File: src/rtl/hsvrgb_pkg.sv
// ----------------------------------------------------------------------------
// HSV to RGB converter package
// Shared constants and types for the pixel pipeline.
// ----------------------------------------------------------------------------
package hsvrgb_pkg;

	// Default number of fraction bits of saturation and brightness.
	localparam int FRAC_BITS_DEF = 12;

	// Register stages from input to output.
	localparam int PIPE_DEPTH = 7;

	// Width of one hue sector in degrees, and the width of a sector weight.
	localparam int SEC_DEG = 60;
	localparam int KW      = 6;

	// Hue is offset by a multiple of 360 so that it is never negative.
	localparam int HUE_BIAS = 33120;
	localparam int HUE_W    = 17;

	// Reciprocal of 360 for the hue remainder: floor(2^HUE_SHIFT / 360).
	localparam int HUE_SHIFT = 24;
	localparam int HUE_RECIP = (1 << HUE_SHIFT) / 360;
	localparam int HUE_QW    = 8;

	// Per-stage load enables, bit 0 is the first stage.
	typedef logic [PIPE_DEPTH-1:0] stage_en_t;

	typedef enum logic [2:0] {
		SEC_RED_YELLOW,
		SEC_YELLOW_GREEN,
		SEC_GREEN_CYAN,
		SEC_CYAN_BLUE,
		SEC_BLUE_MAGENTA,
		SEC_MAGENTA_RED
	} sector_t;

endpackage

File: src/rtl/hsvrgb_front.sv
// ----------------------------------------------------------------------------
// HSV to RGB front end
// Clamps saturation and brightness and wraps the hue into 0..359 over
// three stages: bias, reciprocal multiply, remainder with one correction.
// ----------------------------------------------------------------------------
module hsvrgb_front
	import hsvrgb_pkg::*;
#(
	parameter int FRAC_BITS = FRAC_BITS_DEF
) (
	input  logic                 clk,
	input  stage_en_t            stage_en,
	input  logic [15:0]          hue_angle,
	input  logic [15:0]          saturation,
	input  logic [15:0]          brightness,
	output logic [8:0]           hue_s3,
	output logic [FRAC_BITS:0]   sat_s3,
	output logic [FRAC_BITS:0]   bri_s3
);

	localparam int VW = FRAC_BITS + 1;
	localparam logic [31:0] ONE = 32'(1) << FRAC_BITS;

	function automatic logic [VW-1:0] clamp_unit(input logic [15:0] x);
		logic [VW-1:0] res;
		if (x[15]) begin
			res = '0;
		end else if (32'(x[14:0]) > ONE) begin
			res = ONE[VW-1:0];
		end else begin
			res = VW'(x[14:0]);
		end
		return res;
	endfunction

	logic [HUE_W-1:0]  hue_s1;
	logic [VW-1:0]     sat_s1;
	logic [VW-1:0]     bri_s1;
	logic [HUE_W-1:0]  hue_s2;
	logic [HUE_QW-1:0] quo_s2;
	logic [VW-1:0]     sat_s2;
	logic [VW-1:0]     bri_s2;

	logic [HUE_W+15:0] recip_prod;
	logic [HUE_W-1:0]  rem_raw;
	logic [HUE_W-1:0]  rem_fix;

	// Stage 1: the bias keeps the value congruent modulo 360 and non-negative.
	always_ff @(posedge clk) begin
		if (stage_en[0]) begin
			hue_s1 <= {hue_angle[15], hue_angle} + HUE_W'(HUE_BIAS);
			sat_s1 <= clamp_unit(saturation);
			bri_s1 <= clamp_unit(brightness);
		end
	end

	// Stage 2: the truncated reciprocal may leave the quotient one too low.
	assign recip_prod = (HUE_W + 16)'(hue_s1) * (HUE_W + 16)'(HUE_RECIP);

	always_ff @(posedge clk) begin
		if (stage_en[1]) begin
			hue_s2 <= hue_s1;
			quo_s2 <= recip_prod[HUE_SHIFT +: HUE_QW];
			sat_s2 <= sat_s1;
			bri_s2 <= bri_s1;
		end
	end

	// Stage 3: the raw remainder is below 720, so one subtraction corrects it.
	assign rem_raw = hue_s2 - HUE_W'(quo_s2) * HUE_W'(360);
	assign rem_fix = (rem_raw >= HUE_W'(360)) ? rem_raw - HUE_W'(360) : rem_raw;

	always_ff @(posedge clk) begin
		if (stage_en[2]) begin
			hue_s3 <= rem_fix[8:0];
			sat_s3 <= sat_s2;
			bri_s3 <= bri_s2;
		end
	end

endmodule

File: src/rtl/hsvrgb_sector.sv
// ----------------------------------------------------------------------------
// HSV to RGB sector decode
// Splits the wrapped hue into a sector and an offset, and picks for each
// channel the weight k of its component V * (60 - S * k / ONE).
// ----------------------------------------------------------------------------
module hsvrgb_sector
	import hsvrgb_pkg::*;
#(
	parameter int FRAC_BITS = FRAC_BITS_DEF
) (
	input  logic               clk,
	input  stage_en_t          stage_en,
	input  logic [8:0]         hue_s3,
	input  logic [FRAC_BITS:0] sat_s3,
	input  logic [FRAC_BITS:0] bri_s3,
	output logic [KW-1:0]      k_red_s4,
	output logic [KW-1:0]      k_green_s4,
	output logic [KW-1:0]      k_blue_s4,
	output logic [FRAC_BITS:0] sat_s4,
	output logic [FRAC_BITS:0] bri_s4
);

	sector_t       sector;
	logic [8:0]    base;
	logic [KW-1:0] offs;
	logic [KW-1:0] k_v;
	logic [KW-1:0] k_p;
	logic [KW-1:0] k_q;
	logic [KW-1:0] k_t;
	logic [KW-1:0] k_red;
	logic [KW-1:0] k_green;
	logic [KW-1:0] k_blue;

	always_comb begin
		priority if (hue_s3 >= 9'd300) begin
			sector = SEC_MAGENTA_RED;
			base   = 9'd300;
		end else if (hue_s3 >= 9'd240) begin
			sector = SEC_BLUE_MAGENTA;
			base   = 9'd240;
		end else if (hue_s3 >= 9'd180) begin
			sector = SEC_CYAN_BLUE;
			base   = 9'd180;
		end else if (hue_s3 >= 9'd120) begin
			sector = SEC_GREEN_CYAN;
			base   = 9'd120;
		end else if (hue_s3 >= 9'd60) begin
			sector = SEC_YELLOW_GREEN;
			base   = 9'd60;
		end else begin
			sector = SEC_RED_YELLOW;
			base   = 9'd0;
		end
	end

	assign offs = KW'(hue_s3 - base);

	// Weights: full value, p = V(1-S), q = V(1-S*f), t = V(1-S*(1-f)).
	assign k_v = '0;
	assign k_p = KW'(SEC_DEG);
	assign k_q = offs;
	assign k_t = KW'(SEC_DEG) - offs;

	always_comb begin
		unique case (sector)
			SEC_RED_YELLOW: begin
				k_red = k_v; k_green = k_t; k_blue = k_p;
			end
			SEC_YELLOW_GREEN: begin
				k_red = k_q; k_green = k_v; k_blue = k_p;
			end
			SEC_GREEN_CYAN: begin
				k_red = k_p; k_green = k_v; k_blue = k_t;
			end
			SEC_CYAN_BLUE: begin
				k_red = k_p; k_green = k_q; k_blue = k_v;
			end
			SEC_BLUE_MAGENTA: begin
				k_red = k_t; k_green = k_p; k_blue = k_v;
			end
			SEC_MAGENTA_RED: begin
				k_red = k_v; k_green = k_p; k_blue = k_q;
			end
			default: begin
				k_red = k_v; k_green = k_t; k_blue = k_p;
			end
		endcase
	end

	always_ff @(posedge clk) begin
		if (stage_en[3]) begin
			k_red_s4   <= k_red;
			k_green_s4 <= k_green;
			k_blue_s4  <= k_blue;
			sat_s4     <= sat_s3;
			bri_s4     <= bri_s3;
		end
	end

endmodule

File: src/rtl/hsvrgb_chan.sv
// ----------------------------------------------------------------------------
// HSV to RGB channel
// Computes one 8-bit channel as floor(255 * V * (60*ONE - S*k) / (60*ONE^2)).
// Since 255/60 is 17/4, the scaling is a shift-add and a shift.
// ----------------------------------------------------------------------------
module hsvrgb_chan
	import hsvrgb_pkg::*;
#(
	parameter int FRAC_BITS = FRAC_BITS_DEF
) (
	input  logic               clk,
	input  stage_en_t          stage_en,
	input  logic [KW-1:0]      k_s4,
	input  logic [FRAC_BITS:0] sat_s4,
	input  logic [FRAC_BITS:0] bri_s4,
	output logic [7:0]         chan_s7
);

	localparam int VW = FRAC_BITS + 1;
	localparam int XW = FRAC_BITS + KW;
	localparam int PW = 2 * FRAC_BITS + KW;
	localparam int SW = PW + 5;
	localparam logic [XW-1:0] FULL = XW'(SEC_DEG * (1 << FRAC_BITS));

	logic [XW-1:0] sk;
	logic [XW-1:0] comp_s5;
	logic [VW-1:0] bri_s5;
	logic [PW-1:0] prod_s6;
	logic [SW-1:0] scaled;

	assign sk = XW'(sat_s4) * XW'(k_s4);

	always_ff @(posedge clk) begin
		if (stage_en[4]) begin
			comp_s5 <= FULL - sk;
			bri_s5  <= bri_s4;
		end
	end

	always_ff @(posedge clk) begin
		if (stage_en[5]) begin
			prod_s6 <= PW'(bri_s5) * PW'(comp_s5);
		end
	end

	// Multiply by 17, then drop the denominator 4 * ONE^2. The result never
	// exceeds 255.
	assign scaled = (SW'(prod_s6) << 4) + SW'(prod_s6);

	always_ff @(posedge clk) begin
		if (stage_en[6]) begin
			chan_s7 <= scaled[2*FRAC_BITS+2 +: 8];
		end
	end

endmodule

File: src/rtl/hsv_to_rgb_converter_top.sv
// ----------------------------------------------------------------------------
// HSV to RGB converter, top level
// Converts one HSV pixel to 8-bit RGB per clock cycle when not stalled.
// ----------------------------------------------------------------------------
// The converter takes one pixel transfer per clock cycle while in_stall is low
// and passes each result through its stages: three stages wrap the hue (bias, a
// multiply by the reciprocal of 360, and a remainder correction), one stage
// decodes the sector, and three stages form each channel (weight multiply,
// brightness multiply, scaling to a byte). The stages hold on their own, so a
// stall at the output fills empty stages first and reaches in_stall only once
// every stage holds a pixel. Results are exact: each channel is the truncated
// value of component times 255.
module hsv_to_rgb_converter_top
	import hsvrgb_pkg::*;
#(
	parameter int FRAC_BITS = FRAC_BITS_DEF
) (
	input  logic        clk,
	input  logic        arst_n,
	input  logic        in_valid,
	output logic        in_stall,
	input  logic [15:0] hue_angle,
	input  logic [15:0] saturation,
	input  logic [15:0] brightness,
	output logic        out_valid,
	input  logic        out_stall,
	output logic [7:0]  red,
	output logic [7:0]  green,
	output logic [7:0]  blue
);

	logic [PIPE_DEPTH-1:0] valid_q;
	logic [PIPE_DEPTH:0]   ready;
	stage_en_t             stage_en;

	logic [8:0]         hue_s3;
	logic [FRAC_BITS:0] sat_s3;
	logic [FRAC_BITS:0] bri_s3;
	logic [KW-1:0]      k_red_s4;
	logic [KW-1:0]      k_green_s4;
	logic [KW-1:0]      k_blue_s4;
	logic [FRAC_BITS:0] sat_s4;
	logic [FRAC_BITS:0] bri_s4;

	// A stage can load when it is empty or when the stage after it moves on.
	always_comb begin
		ready[PIPE_DEPTH] = !out_stall;
		for (int i = PIPE_DEPTH - 1; i >= 0; i--) begin
			ready[i] = !valid_q[i] || ready[i+1];
		end
	end

	assign stage_en = ready[PIPE_DEPTH-1:0];
	assign in_stall = !ready[0];

	always_ff @(posedge clk or negedge arst_n) begin
		if (!arst_n) begin
			valid_q <= '0;
		end else begin
			for (int i = 0; i < PIPE_DEPTH; i++) begin
				if (stage_en[i]) begin
					valid_q[i] <= (i == 0) ? in_valid : valid_q[(i == 0) ? 0 : i - 1];
				end
			end
		end
	end

	assign out_valid = valid_q[PIPE_DEPTH-1];

	hsvrgb_front #(
		.FRAC_BITS(FRAC_BITS)
	) u_front (
		.clk        (clk),
		.stage_en   (stage_en),
		.hue_angle  (hue_angle),
		.saturation (saturation),
		.brightness (brightness),
		.hue_s3     (hue_s3),
		.sat_s3     (sat_s3),
		.bri_s3     (bri_s3)
	);

	hsvrgb_sector #(
		.FRAC_BITS(FRAC_BITS)
	) u_sector (
		.clk        (clk),
		.stage_en   (stage_en),
		.hue_s3     (hue_s3),
		.sat_s3     (sat_s3),
		.bri_s3     (bri_s3),
		.k_red_s4   (k_red_s4),
		.k_green_s4 (k_green_s4),
		.k_blue_s4  (k_blue_s4),
		.sat_s4     (sat_s4),
		.bri_s4     (bri_s4)
	);

	hsvrgb_chan #(
		.FRAC_BITS(FRAC_BITS)
	) u_chan_red (
		.clk      (clk),
		.stage_en (stage_en),
		.k_s4     (k_red_s4),
		.sat_s4   (sat_s4),
		.bri_s4   (bri_s4),
		.chan_s7  (red)
	);

	hsvrgb_chan #(
		.FRAC_BITS(FRAC_BITS)
	) u_chan_green (
		.clk      (clk),
		.stage_en (stage_en),
		.k_s4     (k_green_s4),
		.sat_s4   (sat_s4),
		.bri_s4   (bri_s4),
		.chan_s7  (green)
	);

	hsvrgb_chan #(
		.FRAC_BITS(FRAC_BITS)
	) u_chan_blue (
		.clk      (clk),
		.stage_en (stage_en),
		.k_s4     (k_blue_s4),
		.sat_s4   (sat_s4),
		.bri_s4   (bri_s4),
		.chan_s7  (blue)
	);

endmodule
File: config.mk
export PLATFORM = sky130hd
export DESIGN_NAME = hsv_to_rgb_converter_top
export DESIGN_NICKNAME = d
export VERILOG_FILES = /design/src/rtl/hsvrgb_pkg.sv /design/src/rtl/hsvrgb_front.sv /design/src/rtl/hsvrgb_sector.sv /design/src/rtl/hsvrgb_chan.sv /design/src/rtl/hsv_to_rgb_converter_top.sv
export SDC_FILE = /design/constraint.sdc
export NUM_CORES = 2
export LEC_CHECK = 0
export BUFFER_PORTS_ARGS = -buffer_cell sky130_fd_sc_hd__buf_2
export CAP_MARGIN = 10
export CORE_UTILIZATION = 61
export CTS_BUF_LIST = sky130_fd_sc_hd__clkbuf_8
export DETAILED_ROUTE_END_ITERATION = 10
export HOLD_SLACK_MARGIN = 0.02
export PLACE_DENSITY = 0.81
export SLEW_MARGIN = 15
export SYNTH_ARGS = -nofsm -noshare
export SYNTH_HDL_FRONTEND = slang
export SYNTH_SLANG_ARGS = --single-unit
File: constraint.sdc
create_clock -name clk -period 5.35 [get_ports clk]
set_input_delay 1.605 -clock clk [delete_from_list [all_inputs] [get_ports clk]]
set_output_delay 1.605 -clock clk [all_outputs]
set_load 0.05 [all_outputs]
==> flow_summary.toml <==
[clock_tree]
clk-insertion-delay-late_ps = 700
hold_buffers = 0
clkSlewWorstSetupHoldPaths_ps = 60
cts_tree = "built"
clock_sinks = 361
cts_root_buf = "clkbuf_8"
numCtsBuffers = 67
h-tree-depth = 3
clk_path_buf_depth = 3

[floorplanning]
dieArea_sq_mm = 0.08109
io_pins = 78
die_w_um = 284.8
num_rows = 103
die_h_um = 284.8
core_sq_mm = 0.07900
start_util = 0.6174

[layout]
multiInputGateArea_sq_mm = 0.03503
final_nets = 6661
drive_gt1_frac = 0.1693
seq_area_sq_mm = 0.01081
fin_area_sq_mm = 0.05668
fillCellCount = 5104
area_growth_pct = 16.22

[place]
place_area_sq_mm = 0.05275
dp_hpwl_mm = 82.87
portBuffers = 77
routabilityCongestion = 0.9273

[critical_path]
crit_arrival_ps = 6090
crit_type = "flop to flop"
crit_top_cell = "fa_1"
worst-path-buf-inv = 6
slowest_stage = "fa_1"
path_cells = "buf_12 > clkbuf_16 > buf_12 > nand2_4 > fa_1 > inv_2 > fa_1 > fa_1 > fa_1 > inv_2 > fa_1 > inv_2 > ha_4 > a21oi_4 > o21ai_2 > a2111o_1 > nand3_2 > nand2_4 > a211o_1 > a21oi_2 > xnor2_1"
crit_fanout = 6
cp.required_ps = 5770
end_kind = "flop"
start_kind = "flop"
path_delay_family = "adder cells"
crit_path_max_incr_delay_ps = 590

[sta]
tightest_slew_ps = 777.3
skew_ps = 63.88
timing.final.crit_period_ps = 5665
setup_viol = 37
timing.final.ws_setup_ps = -315.4
maxSlewHeadroom = 0.4799
hold_violations = 0
fin_setup_tns_ps = -5412
fmax_mhz = 176.5
finalCritPeriodShare = 1.059
grt_setup_unrepaired = "true"
drv_slew = 0

[synth]
synth_edf_count = 354
synth_top_area_share = 0.3050
async_reset_ff_frac = 0.01939
synth_ff_type = "edfxtp_1"
synth_warnings = 0
synthCells = 4868
yosys.area.top_type = "fa_1"
ys_ff_latch = 361
synth-seq-area-share = 0.2215
ys_types = 74
netlist_area_sq_mm = 0.04877
syn_avg_cell_area_sq_um = 10.02
synth_area_leaders = "fa_1 30%, edfxtp_1 22%, ha_1 15%, inv_1 7.7%, and2_1 5.3%"
synth_nets = 6239

[routing]
route.detailed.drc = 0
ant_nets = 0
wl_mm = 111.5
dr.pass1.iters = 5
wire_per_inst_um = 17.45
vias = 35370
vias_per_cell = 5.535
dr.first_iter.drc_count = 2412

[job]
drv_cap = 0

[global_route]
grt_pass1_wl_mm = 174.1
antenna_found_initial = 1
grt_use_total = 0.2637
grt_use_met1 = 0.3308
gr-total-overflow = 0
top_usage_layer = "met2"
grt_use_met2 = 0.4662
grt_pass1_vias = 36880
grt_start_max_net_pins = 60
use_met3 = 0.03560

[run_status]
violations = "setup timing"
status = "complete, but fails checks"

[worst_hold_path]
hold_class = "flop to flop"
-- what timing repair did --
| action | 4_1_cts | 5_1_grt |
|---|---|---|
| setup endpoints to repair | 39 | 55 |
| buffers inserted | 16 | 80 |
| resized for setup | 102 | 285 |
| pin swaps | 66 | 150 |
| cloned | 3 | 10 |
-- cell usage in the layout (no fill, tap or decap), types with 23 or more instances in the layout --
| cell type | count |
|---|---|
| inv_1 | 965 |
| fa_1 | 722 |
| nand2_1 | 596 |
| ha_1 | 533 |
| and2_1 | 413 |
| buf_4 | 360 |
| edfxtp_1 | 354 |
| xnor2_1 | 137 |
| a21oi_1 | 95 |
| nor2_1 | 90 |
| buf_2 | 77 |
| clkbuf_8 | 67 |
| a21o_1 | 62 |
| xor2_1 | 54 |
| inv_2 | 49 |
| buf_6 | 47 |
| o21ai_0 | 43 |
| nand3_1 | 39 |
| ha_4 | 38 |
| nor3_1 | 32 |
| a21oi_2 | 29 |
| nand2_2 | 27 |
| nand2b_1 | 24 |
| and3_1 | 24 |
| a211oi_1 | 23 |
| buf_12 | 23 |
-- cells by family after synthesis --
family,count (synthesis),share of synthesized area
adder cells (fa/ha/maj),1319,0.4527
AND/OR/NAND/NOR,1360,0.1358
multiplexers,5,0.001052
XOR/XNOR,196,0.03520
AO/OA/AOI/OAI,458,0.06373
buffers and inverters,1169,0.08997
flip-flops,361,0.2215
-- path summary, 6_finish.rpt --
| kind | startpoint | to | slack, ps | cells past startpoint |
|---|---|---|---|---|
| worst max-delay path | u_chan_blue.bri_s5[3] | u_chan_blue.prod_s6[27] | -320 | 21 |
| worst min-delay path | u_front.bri_s3[2] | u_sector.bri_s4[2] | 400 | 0 |
| worst max register to register | u_chan_blue.bri_s5[3] | u_chan_blue.prod_s6[27] | -320 | 21 |
| worst min register to register | u_front.bri_s3[2] | u_sector.bri_s4[2] | 400 | 0 |
| max in group asynchronous | arst_n | valid_q[1] | 4430 | 1 |
| min in group asynchronous | arst_n | valid_q[2] | 760 | 1 |
-- stage by stage --
step / cells / setup slack [ps] / hold slack (ps) / util
4_1_cts: 6307 / -199.3 / 394.6 / 0.6936
6_report: 6391 / -315.4 / 398.7 / 0.7175
3_3_place_gp: 6169 / -191.0 / 401.1 / 0.6677
2_1_floorplan: 4868 / -385.3 / 400.3 / -
3_5_place_dp: 6169 / -290.6 / 404.5 / 0.6677
5_1_grt: 6391 / -471.9 / 410.4 / 0.7175
-- Yosys cell counts (all sizes together), types with 29 or more instances --
master / n
fa: 743
inv: 999
xor2: 55
a21o: 62
and2: 418
edfxtp: 354
nand2: 636
nor3: 39
a21oi: 130
xnor2: 141
ha: 576
nand3: 43
o21ai: 65
and3: 29
nor2: 97
clkbuf: 170
-- final cells by class --
| class | instances | share of cell area |
|---|---|---|
| timing repair buffer | 523 | 0.07763 |
| clock buffer | 67 | 0.01627 |
| sequential | 361 | 0.1906 |
| multi-input combinational | 3338 | 0.6179 |
| antenna | 1 | 0.00004415 |
| tap | 1050 | 0.02318 |
| clock inverter | 52 | 0.008145 |
| inverter | 999 | 0.06618 |
-- sequential cells by signal, summed over array words and instances (netlist names), 17 cells and up --
register,flops
u_front.hue_s1,17
u_chan_green.comp_s5,18
u_chan_red.comp_s5,18
u_chan_blue.comp_s5,18
u_chan_green.prod_s6,30
u_front.hue_s2,17
u_chan_blue.prod_s6,30
u_chan_red.prod_s6,30
-- per-layer routing --
layer	routed length (um)	part of all wire	vias up
li1	-	-	16240
met1	43490	0.39	17550
met2	56110	0.50	1248
met3	6834	0.061	341
met4	5087	0.046	0
met5	0	0	-
Power is left out: the tool's default activity adds up to more than one toggle a clock period on the data nets, which glitch-free logic cannot reach.
